File: src/sv/e2d_pkg.sv
// e2d_pkg: widths, division constants and calendar helpers for the
// epoch seconds to date converter. Used by every e2d module.
`timescale 1ns / 1ps

package e2d_pkg;

  localparam int SECS_W = 32;
  localparam int DAYS_W = 16;
  localparam int REM_W  = 17;
  localparam int OFF_W  = 8;
  localparam int DOY_W  = 9;
  localparam int YEAR_W = 12;

  // seconds / 86400 is done as (seconds >> 7) / 675
  localparam int          DAY_LOW_W  = 7;
  localparam int          DAY_HI_W   = SECS_W - DAY_LOW_W;
  localparam logic [25:0] DAY_RECIP  = 26'd50903316;
  localparam int          DAY_SHIFT  = 35;
  localparam logic [9:0]  DAY_DIV    = 10'd675;

  // seconds in day / 3600 is done as (rem >> 4) / 225
  localparam logic [12:0] HOUR_RECIP = 13'd4661;
  localparam int          HOUR_SHIFT = 20;
  localparam logic [11:0] SEC_PER_HOUR = 12'd3600;

  // seconds in hour / 60 is done as (r >> 2) / 15
  localparam logic [10:0] MIN_RECIP  = 11'd1093;
  localparam int          MIN_SHIFT  = 14;
  localparam logic [5:0]  SEC_PER_MIN = 6'd60;

  // year guess, days / 365.25
  localparam logic [11:0] YEAR_RECIP = 12'd2871;
  localparam int          YEAR_SHIFT = 20;

  localparam logic [YEAR_W-1:0] BASE_YEAR    = 12'd1970;
  localparam logic [OFF_W-1:0]  CENTURY_SKIP = 8'd130;  // 2100, not a leap year
  localparam logic [DOY_W-1:0]  DAYS_COMMON  = 9'd365;
  localparam logic [2:0]        EPOCH_WDAY   = 3'd4;    // thursday

  // year offset from 1970 -> leap year
  function automatic logic is_leap(input logic [OFF_W-1:0] off);
    logic [OFF_W-1:0] y2;
    y2 = off + 8'd2;
    return (y2[1:0] == 2'b00) && (off != CENTURY_SKIP);
  endfunction

  // days before the first of a month, month index from 0
  function automatic logic [DOY_W-1:0] days_before(input logic leap,
                                                   input logic [3:0] idx);
    logic [DOY_W-1:0] base;
    case (idx)
      4'd0:    base = 9'd0;
      4'd1:    base = 9'd31;
      4'd2:    base = 9'd59;
      4'd3:    base = 9'd90;
      4'd4:    base = 9'd120;
      4'd5:    base = 9'd151;
      4'd6:    base = 9'd181;
      4'd7:    base = 9'd212;
      4'd8:    base = 9'd243;
      4'd9:    base = 9'd273;
      4'd10:   base = 9'd304;
      4'd11:   base = 9'd334;
      default: base = 9'd365;
    endcase
    if (leap && (idx >= 4'd2)) begin
      base = base + 9'd1;
    end
    return base;
  endfunction

  // modulo 7 by folding octal digits (8 = 1 mod 7)
  function automatic logic [2:0] mod7(input logic [17:0] v);
    logic [5:0] s1;
    logic [3:0] s2;
    s1 = 6'(v[2:0]) + 6'(v[5:3]) + 6'(v[8:6]) + 6'(v[11:9])
       + 6'(v[14:12]) + 6'(v[17:15]);
    s2 = 4'(s1[5:3]) + 4'(s1[2:0]);
    return (s2 >= 4'd7) ? 3'(s2 - 4'd7) : s2[2:0];
  endfunction

endpackage

File: src/sv/epoch_seconds_to_date.sv
// epoch_seconds_to_date: top level, valid pipeline and stall control
// around the day split, date and clock units. Depends on e2d_pkg.
//
//   channel   direction  handshake                      payload
//   seconds   in         seconds_valid / seconds_stall  seconds_count
//   date      out        date_valid / date_stall        year .. weekday
//
// one item per cycle while date_stall does not hold a waiting output item;
// the path has nine register stages: three for the day split,
// six for the parallel date and clock units
// a stall on a waiting output item freezes every stage and seconds_stall
// reset clears the stage valid bits only, payload registers are not reset
`timescale 1ns / 1ps

module epoch_seconds_to_date
  import e2d_pkg::*;
(
  input  logic              clk,
  input  logic              rst,
  input  logic              seconds_valid,
  output logic              seconds_stall,
  input  logic [SECS_W-1:0] seconds_count,
  output logic              date_valid,
  input  logic              date_stall,
  output logic [YEAR_W-1:0] year,
  output logic [3:0]        month,
  output logic [4:0]        day_of_month,
  output logic [4:0]        hour,
  output logic [5:0]        minute,
  output logic [5:0]        sec,
  output logic [2:0]        weekday
);

  localparam int STAGES = 9;

  logic [STAGES-1:0] vld;
  logic              en;
  logic [DAYS_W-1:0] days;
  logic [REM_W-1:0]  day_secs;

  assign seconds_stall = vld[STAGES-1] & date_stall;
  assign en            = ~seconds_stall;
  assign date_valid    = vld[STAGES-1];

  always_ff @(posedge clk) begin
    if (rst) begin
      vld <= '0;
    end else if (en) begin
      vld <= {vld[STAGES-2:0], seconds_valid};
    end
  end

  e2d_day_split u_split (
    .clk           (clk),
    .en            (en),
    .seconds_count (seconds_count),
    .days          (days),
    .day_secs      (day_secs)
  );

  e2d_date u_date (
    .clk          (clk),
    .en           (en),
    .days         (days),
    .year         (year),
    .month        (month),
    .day_of_month (day_of_month),
    .weekday      (weekday)
  );

  e2d_clock u_clock (
    .clk      (clk),
    .en       (en),
    .day_secs (day_secs),
    .hour     (hour),
    .minute   (minute),
    .sec      (sec)
  );

endmodule

File: src/sv/e2d_day_split.sv
// e2d_day_split: three stage split of the seconds count into whole days
// and seconds within the day. Depends on e2d_pkg.
`timescale 1ns / 1ps

module e2d_day_split
  import e2d_pkg::*;
(
  input  logic              clk,
  input  logic              en,
  input  logic [SECS_W-1:0] seconds_count,
  output logic [DAYS_W-1:0] days,
  output logic [REM_W-1:0]  day_secs
);

  logic [DAY_HI_W-1:0]  s1_hi;
  logic [DAY_LOW_W-1:0] s1_lo;
  logic [50:0]          s1_prod;

  logic [DAY_HI_W-1:0]  s2_hi;
  logic [DAY_LOW_W-1:0] s2_lo;
  logic [DAYS_W-1:0]    s2_quot;
  logic [25:0]          s2_prod;

  logic [DAYS_W-1:0]    quot_next;
  logic [DAY_HI_W-1:0]  diff;
  logic [10:0]          frac;
  logic [DAYS_W-1:0]    days_next;
  logic [9:0]           frac_next;

  assign quot_next = s1_prod[DAY_SHIFT+DAYS_W-1:DAY_SHIFT];

  // estimate is exact or one low
  always_comb begin
    diff = s2_hi - s2_prod[DAY_HI_W-1:0];
    frac = diff[10:0];
    if (frac >= 11'(DAY_DIV)) begin
      days_next = s2_quot + 16'd1;
      frac_next = 10'(frac - 11'(DAY_DIV));
    end else begin
      days_next = s2_quot;
      frac_next = frac[9:0];
    end
  end

  always_ff @(posedge clk) begin
    if (en) begin
      s1_hi    <= seconds_count[SECS_W-1:DAY_LOW_W];
      s1_lo    <= seconds_count[DAY_LOW_W-1:0];
      s1_prod  <= 51'(seconds_count[SECS_W-1:DAY_LOW_W]) * 51'(DAY_RECIP);
      s2_hi    <= s1_hi;
      s2_lo    <= s1_lo;
      s2_quot  <= quot_next;
      s2_prod  <= 26'(quot_next) * 26'(DAY_DIV);
      days     <= days_next;
      day_secs <= {frac_next, s2_lo};
    end
  end

endmodule

File: src/sv/e2d_date.sv
// e2d_date: six stage conversion of a day count into year, month, day of
// month and weekday, with a guess-and-correct year step. Depends on e2d_pkg.
`timescale 1ns / 1ps

module e2d_date
  import e2d_pkg::*;
(
  input  logic              clk,
  input  logic              en,
  input  logic [DAYS_W-1:0] days,
  output logic [YEAR_W-1:0] year,
  output logic [3:0]        month,
  output logic [4:0]        day_of_month,
  output logic [2:0]        weekday
);

  logic [DAYS_W-1:0] d1_days;
  logic [27:0]       d1_prod;
  logic [2:0]        d1_wday;

  logic [DAYS_W-1:0] d2_days;
  logic [OFF_W-1:0]  d2_guess;
  logic [DAYS_W-1:0] d2_start;
  logic [2:0]        d2_wday;

  logic [YEAR_W-1:0] d3_year;
  logic [OFF_W-1:0]  d3_off;
  logic [DOY_W-1:0]  d3_doy;
  logic [2:0]        d3_wday;

  logic [YEAR_W-1:0] d4_year;
  logic [3:0]        d4_month;
  logic [4:0]        d4_dom;
  logic [2:0]        d4_wday;

  logic [YEAR_W-1:0] d5_year;
  logic [3:0]        d5_month;
  logic [4:0]        d5_dom;
  logic [2:0]        d5_wday;

  logic [OFF_W-1:0]  guess;
  logic [DAYS_W-1:0] start_next;
  logic [16:0]       delta;
  logic [DOY_W-1:0]  len_cur;
  logic [DOY_W-1:0]  len_prev;
  logic [9:0]        over;
  logic [OFF_W-1:0]  off_next;
  logic [DOY_W-1:0]  doy_next;
  logic              leap;
  logic [3:0]        midx;
  logic [DOY_W-1:0]  dom_off;

  // first day of the guessed year, counted from 1970
  always_comb begin
    guess      = d1_prod[YEAR_SHIFT+OFF_W-1:YEAR_SHIFT];
    start_next = 16'(guess) * 16'(DAYS_COMMON) + 16'((guess + 8'd1) >> 2);
    if (guess > CENTURY_SKIP) begin
      start_next = start_next - 16'd1;
    end
  end

  // correct the guess by one year either way
  always_comb begin
    delta    = {1'b0, d2_days} - {1'b0, d2_start};
    len_cur  = DAYS_COMMON + 9'(is_leap(d2_guess));
    len_prev = DAYS_COMMON + 9'(is_leap(d2_guess - 8'd1));
    over     = delta[9:0] - 10'(len_cur);
    if (delta[16]) begin
      off_next = d2_guess - 8'd1;
      doy_next = delta[8:0] + len_prev;
    end else if (delta[9:0] >= 10'(len_cur)) begin
      off_next = d2_guess + 8'd1;
      doy_next = over[8:0];
    end else begin
      off_next = d2_guess;
      doy_next = delta[8:0];
    end
  end

  // month from cumulative month days
  always_comb begin
    leap = is_leap(d3_off);
    midx = 4'd0;
    for (int m = 1; m < 12; m++) begin
      if (d3_doy >= days_before(leap, 4'(m))) begin
        midx = 4'(m);
      end
    end
    dom_off = d3_doy - days_before(leap, midx) + 9'd1;
  end

  always_ff @(posedge clk) begin
    if (en) begin
      d1_days      <= days;
      d1_prod      <= 28'(days) * 28'(YEAR_RECIP);
      d1_wday      <= mod7(18'(days) + 18'(EPOCH_WDAY));
      d2_days      <= d1_days;
      d2_guess     <= guess;
      d2_start     <= start_next;
      d2_wday      <= d1_wday;
      d3_year      <= BASE_YEAR + 12'(off_next);
      d3_off       <= off_next;
      d3_doy       <= doy_next;
      d3_wday      <= d2_wday;
      d4_year      <= d3_year;
      d4_month     <= midx + 4'd1;
      d4_dom       <= dom_off[4:0];
      d4_wday      <= d3_wday;
      d5_year      <= d4_year;
      d5_month     <= d4_month;
      d5_dom       <= d4_dom;
      d5_wday      <= d4_wday;
      year         <= d5_year;
      month        <= d5_month;
      day_of_month <= d5_dom;
      weekday      <= d5_wday;
    end
  end

endmodule

File: src/sv/e2d_clock.sv
// e2d_clock: six stage split of the seconds within a day into hour,
// minute and second by reciprocal multiplies. Depends on e2d_pkg.
`timescale 1ns / 1ps

module e2d_clock
  import e2d_pkg::*;
(
  input  logic             clk,
  input  logic             en,
  input  logic [REM_W-1:0] day_secs,
  output logic [4:0]       hour,
  output logic [5:0]       minute,
  output logic [5:0]       sec
);

  logic [REM_W-1:0] t1_secs;
  logic [25:0]      t1_prod;

  logic [REM_W-1:0] t2_secs;
  logic [4:0]       t2_hour;
  logic [REM_W-1:0] t2_hsecs;

  logic [4:0]       t3_hour;
  logic [11:0]      t3_rem;

  logic [4:0]       t4_hour;
  logic [11:0]      t4_rem;
  logic [20:0]      t4_prod;

  logic [4:0]       t5_hour;
  logic [11:0]      t5_rem;
  logic [5:0]       t5_min;
  logic [11:0]      t5_msecs;

  logic [4:0]       hour_next;
  logic [REM_W-1:0] hour_rem;
  logic [5:0]       min_next;
  logic [11:0]      sec_rem;

  assign hour_next = t1_prod[HOUR_SHIFT+4:HOUR_SHIFT];
  assign hour_rem  = t2_secs - t2_hsecs;
  assign min_next  = t4_prod[MIN_SHIFT+5:MIN_SHIFT];
  assign sec_rem   = t5_rem - t5_msecs;

  always_ff @(posedge clk) begin
    if (en) begin
      t1_secs  <= day_secs;
      t1_prod  <= 26'(day_secs[REM_W-1:4]) * 26'(HOUR_RECIP);
      t2_secs  <= t1_secs;
      t2_hour  <= hour_next;
      t2_hsecs <= 17'(hour_next) * 17'(SEC_PER_HOUR);
      t3_hour  <= t2_hour;
      t3_rem   <= hour_rem[11:0];
      t4_hour  <= t3_hour;
      t4_rem   <= t3_rem;
      t4_prod  <= 21'(t3_rem[11:2]) * 21'(MIN_RECIP);
      t5_hour  <= t4_hour;
      t5_rem   <= t4_rem;
      t5_min   <= min_next;
      t5_msecs <= 12'(min_next) * 12'(SEC_PER_MIN);
      hour     <= t5_hour;
      minute   <= t5_min;
      sec      <= sec_rem[5:0];
    end
  end

endmodule
File: config.mk
export PLATFORM = sky130hd
export DESIGN_NAME = epoch_seconds_to_date
export DESIGN_NICKNAME = d
export VERILOG_FILES = /design/src/sv/e2d_pkg.sv /design/src/sv/epoch_seconds_to_date.sv /design/src/sv/e2d_day_split.sv /design/src/sv/e2d_date.sv /design/src/sv/e2d_clock.sv
export SDC_FILE = /design/constraint.sdc
export NUM_CORES = 2
export LEC_CHECK = 0
export BUFFER_PORTS_ARGS = -buffer_cell sky130_fd_sc_hd__buf_2
export CORE_MARGIN = 10
export CORE_UTILIZATION = 44
export DETAILED_ROUTE_END_ITERATION = 10
export PLACE_DENSITY = 0.63
export SLEW_MARGIN = 20
export SYNTH_ARGS = -nofsm -noshare
export SYNTH_HDL_FRONTEND = slang
export SYNTH_SLANG_ARGS = --single-unit
File: constraint.sdc
create_clock -name clk -period 19.1 [get_ports clk]
set_clock_uncertainty 0.2 [all_clocks]
set_input_delay 1.91 -clock clk [delete_from_list [all_inputs] [get_ports clk]]
set_output_delay 1.91 -clock clk [all_outputs]
set_load 0.02 [all_outputs]
* Yosys cells after proc, flatten, opt, wreduce, memory -nomap -nowiden
Memories as Yosys holds them, arrays and structs flattened.
Index checks and enable logic that the tools add are counted.
** Storage, ports and cells
- Input bits :: 36
- Bits in read-only memories :: 144
- Word-level logic and storage cells :: 147
- Bits in registers :: 496
- Output and inout bits :: 43
- Memories :: 1
** Memory list
- (no name shown) :: words 16, bits a word 9, rd ports 1, clocked after Yosys merged registers in 0, write ports 0, line e2d_pkg.sv:51 : case (idx)
** Operators by class
- Bitwise operators :: 1
- $mul :: 8
- $lt $le $gt $ge :: 16
- Mux-type cells :: 30
- Equal/unequal tests :: 3
- Reductions and logical operators :: 7
- Add/sub/neg operators :: 31
** Operators by type and width (number)
- multiplier 25 x 24 -> 49 bit, second input constant :: 1
- 2-to-1 mux 4 bit :: 11
- >= comparator 9 x 8 -> 1 bit :: 4
- 2-to-1 mux 16 bit :: 2
- multiplier 16 x 12 -> 28 bit, second input constant :: 1
- >= comparator 9 bit :: 3
- multiplier 13 x 13 -> 25 bit, second input constant :: 1
- adder 6 x 3 -> 6 bit :: 4
- inequality test 8 bit, second input constant :: 3
- multiplier 10 x 11 -> 20 bit, second input constant :: 1
- adder 9 x 1 -> 9 bit, first input constant :: 2
- >= comparator 9 x 7 -> 1 bit :: 2
- 2-to-1 mux 9 bit :: 2
- adder 16 x 3 -> 17 bit, second input constant :: 1
- subtractor 16 x 16 -> 17 bit :: 1
- adder 16 x 1 -> 16 bit, second input constant :: 1
- adder 16 x 14 -> 16 bit :: 1
- multiplier 16 x 10 -> 11 bit, second input constant :: 1
- multiplier 8 x 9 -> 16 bit, second input constant :: 1
- 2-to-1 mux 8 bit :: 2
- subtractor 16 x 1 -> 16 bit, second input constant :: 1
- adder 11 x 8 -> 12 bit, first input constant :: 1
- subtractor 12 bit :: 1
- >= comparator 11 x 10 -> 1 bit, second input constant :: 1
- 30 further kinds :: 47

* Longest topological paths before layout
- Depth after elaboration :: 20
- Depth in mapped cells :: 27
- Gate-level depth less buffers :: 27

* Cells and area by module
A second synthesis with hierarchy kept.
** Unflattened totals
- Cell total of the unflattened synthesis :: 2983
- Area total of the unflattened synthesis :: 35431.5 sq um
** By module, submodules not included
- e2d_day_split :: sequential area each 3333.2 sq um, instances 1, cells an instance 1242, area each 14133.6 sq um
- e2d_date :: sequential area each 5195.0 sq um, instances 1, cells an instance 1198, area each 13924.6 sq um
- e2d_clock :: sequential area each 3213.1 sq um, instances 1, cells an instance 513, area each 7030.5 sq um
- epoch_seconds_to_date :: sequential area each 180.2 sq um, instances 1, cells an instance 30, area each 342.8 sq um

* Worst setup path after synthesis
No wires, ideal clock.
- Kind :: input port to output port
- Start :: input port date_stall
- End :: output port seconds_stall
- Cell stages on the path :: 2
- Path buffers :: 0
- Data arrival time :: 13.772 ns
- Setup slack :: 3.218 ns
- Required time :: 16.990 ns
- Path through :: nand2_1 > clkinv_1
** On the way
- Word-level cells in the longest chain between the ends :: 1
** Ends and longest elaborated chain
- from (decl) :: line epoch_seconds_to_date.sv:24 : input logic date_stall,
- AND 1 bit :: line epoch_seconds_to_date.sv:41 : assign seconds_stall = vld[STAGES-1] & date_stall;
- to (decl) :: line epoch_seconds_to_date.sv:21 : output logic seconds_stall,
No other way between the ends.

* Final worst setup path
- Start :: input port seconds_count[19]
- End :: register u_split.s1_prod[50], data pin
** On the way
- Word-level cells in the longest chain between the ends :: 1
** Ends and longest elaborated chain
- from (decl) :: line epoch_seconds_to_date.sv:22 : input logic [SECS_W-1:0] seconds_count,
- multiplier 25 x 24 -> 49 bit :: line e2d_day_split.sv:49 : s1_prod <= 51'(seconds_count[SECS_W-1:DAY_LOW_W]) * 51'(DAY_RECIP);
- to (signal assigned) :: line e2d_day_split.sv:49
- to (decl) :: line e2d_day_split.sv:17 : logic [50:0] s1_prod;
No other way between the ends.
A chain may end at the register's enable or synchronous reset.

==> results_dict.tcl <==
set metrics [dict create \
    synth_compound_area_frac 0.0608 \
    antenna_found_initial 2 \
    h-tree-depth 2 \
    yosysUniqueCellTypes 77 \
    crit_family "adder cells" \
    cts_setup_buffers 0 \
    critPathCaptureType "flip-flop" \
    finalSetupViolCount 0 \
    synth_cells 2915 \
    clock_latency_ns 0.57 \
    tightest_slew_ns 0.991 \
    postRouteAntennaNets 0 \
    grt_overflow_total 0 \
    drive_above_1_share 0.0543 \
    status "finished clean" \
    cp_slowest_stage_delay_ns 0.59 \
    criticalPathCategory "in2reg" \
    cts_root_buffer "clkbuf_16" \
    grt_usage 0.139 \
    period_share 0.416 \
    die_area_um2 91000 \
    worstHoldPathType "reg2reg" \
    maxCapViolCount 0 \
    path_max_fanout 10 \
    synthAdderAreaFrac 0.430 \
    grt_max_degree 81 \
    grt_pass1_wl_um 104000 \
    crit_path_start_kind "primary input" \
    drtPass1Iterations 5 \
    cts_buffers 43 \
    grt_pass1_vias 21200 \
    cts_hold_buf 0 \
    use_met1 0.183 \
    diodes 0 \
    cts_buffer_depth 3 \
    cts_tree "yes" \
    clk_pin_slew_ns 0.06 \
    cts-resized-gates 0 \
    drcViolationCount 0 \
    cp_num_buf_inv 6 \
    met3_usage 0.0218 \
    die_x_um 302 \
    yosysWarnings 0 \
    crit_arrival_ns 8.06 \
    yosysSeqAreaShare 0.342 \
    timing.hold.ws_ns 0.211 \
    required_ns 19.22 \
    ios 79 \
    top_usage_layer "met2" \
    synth-edff-count 391 \
    layout.nets 4075 \
    synth_area_per_cell_um2 12.0 \
    async_reset_ff_frac 0 \
    synth_xor_area_frac 0.0457 \
    routed_wl_um 60900 \
    cts.sinks 400 \
    avgViaCountPerCell 4.92 \
    synth_seq_cells 400 \
    post-route-min-period_ns 7.94 \
    synth-simple-area-share 0.0496 \
    crit_chain "buf_2, fa_1, ha_1, inv_1, fa_1, inv_1, fa_1, inv_1, fa_1, inv_1, fa_1, fa_1, ha_1, a21o_1, a21oi_1, a2111oi_0, a211oi_1, a311oi_1, buf_4, o21ai_0, o21ai_0, o21ai_0, nor2b_1, xnor2_1" \
    fin_tns_setup_ns 0 \
    die_y_um 302 \
    vias 20200 \
    cpMostUsedCell "fa_1" \
    timing.slew.headroom 0.334 \
    synth_nets 3962 \
    synth_top_family_by_area "adder cells" \
    synth_area_um2 34900 \
    synth_ff_type "edfxtp_1" \
    drt_first_iter_violations 802 \
    fillers 7203 \
    routedWlPerCell_um 14.8 \
    dp_hpwl_um 48600 \
    fmax_mhz 126 \
    met2_usage 0.238 \
    rsz0062_at_grt "false" \
    slew_violations 0 \
    finalHoldViolCount 0 \
    portBuffers 78 \
    gp_congestion 0.834 \
    placementRows 103 \
    area_growth_pct 8.54 \
    core_um2 78900 \
    start_util 0.443 \
    slowest_stage "a2111oi_0" \
    synth_mux_area_frac 0.00215 \
]
-- logic make-up after synthesis --
group / count (synthesis)
adder cells (fa/ha/maj): 1011
buffers and inverters: 650
flip-flops: 400
AND/OR/NAND/NOR: 349
AO/OA/AOI/OAI: 316
XOR/XNOR: 182
multiplexers: 7
-- area by class of cell --
class / instances / area [um^2] / share of cell area
clock buffer: 53 / 1110 / 0.0294
clock inverter: 21 / 174 / 0.00459
inverter: 634 / 2380 / 0.0628
multi-input combinational: 1865 / 20600 / 0.542
sequential: 400 / 11900 / 0.315
tap: 1050 / 1310 / 0.0347
timing repair buffer: 84 / 435 / 0.0115
-- synthesized netlist by cell type (6+ instances only) --
cell type | n | area [um^2]
o2111ai_1 | 6 | 52.6
a31oi_1 | 15 | 93.8
nor2_1 | 86 | 323
ha_1 | 695 | 8700
and3_1 | 17 | 106
nor3_1 | 29 | 145
nand2b_1 | 11 | 68.8
inv_1 | 633 | 2380
a21oi_1 | 89 | 445
clkbuf_1 | 8 | 30.0
xnor2_1 | 122 | 1070
nand2_1 | 89 | 334
o21a_1 | 12 | 90.1
dfxtp_1 | 9 | 180
nor2b_1 | 18 | 113
nand4_1 | 13 | 81.3
a21o_1 | 46 | 345
nor4_1 | 9 | 56.3
nand3_1 | 33 | 165
and2_1 | 10 | 62.6
o21bai_1 | 14 | 105
o21ai_0 | 50 | 250
o31ai_1 | 6 | 45.0
edfxtp_1 | 391 | 11700
xor2_1 | 60 | 526
fa_1 | 316 | 6330
a211oi_1 | 8 | 60.1
o211ai_1 | 8 | 60.1
or3_1 | 10 | 62.6
-- registers in the layout, summed over array words and instances (netlist names), 12 cells and up --
signal / flops
u_date.d5_year: 12
u_date.d2_days: 16
u_split.s2_quot: 15
u_date.d2_start: 16
u_clock.t2_secs: 12
u_date.year: 12
u_date.d4_year: 12
u_split.day_secs: 17
u_date.d1_days: 15
u_split.s1_prod: 16
u_split.days: 16
u_clock.t3_rem: 12
-- cell usage in the layout (no fill, tap or decap), types with 11 or more instances in the layout --
master     synthesis  routed
xnor2_1          122     122
nand3_1           33      33
o21ai_0           50      50
clkbuf_16          0      43
nand4_1           13      13
xor2_1            60      60
fa_1             316     316
nand2b_1          11      11
ha_1             695     695
nor2b_1           18      18
a31oi_1           15      15
o21bai_1          14      14
nand2_1           89      88
a21o_1            46      46
inv_1            633     633
buf_2              3      78
a21oi_1           89      89
o21a_1            12      12
and3_1            17      17
nor2_1            86      86
nor3_1            29      29
edfxtp_1         391     391
-- path summary, 6_finish.rpt --
path                                            end  slack (ns)         startpoint  depth (start not counted)
worst min register to register    u_date.d2_wday[1]        0.21  u_date.d1_wday[1]                          0
worst min-delay path              u_date.d2_wday[1]        0.21  u_date.d1_wday[1]                          0
worst max-delay path            u_split.s1_prod[50]       11.16  seconds_count[19]                         24
worst max register to register     u_date.d4_dom[4]       12.69   u_date.d3_off[0]                         26
-- stage by stage --
stage,instance area (um^2),utilization,setup slack [ns],instances
5_1_grt,37900,0.480,10.78,4107
2_1_floorplan,34900,-,3.22,2915
3_5_place_dp,36600,0.464,10.58,4033
6_report,37900,0.480,11.16,4107
4_1_cts,37900,0.480,11.18,4107
3_3_place_gp,36600,0.464,10.60,4033
-- layer usage --
| layer | wire (um) | up-vias |
|---|---|---|
| met3 | 2240 | 68 |
| li1 | - | 10100 |
| met4 | 1040 | 2 |
| met5 | 20 | - |
| met1 | 28200 | 9797 |
| met2 | 29500 | 239 |
Power is left out: the tool's default activity adds up to more than one toggle a clock period on the data nets, which glitch-free logic cannot reach.
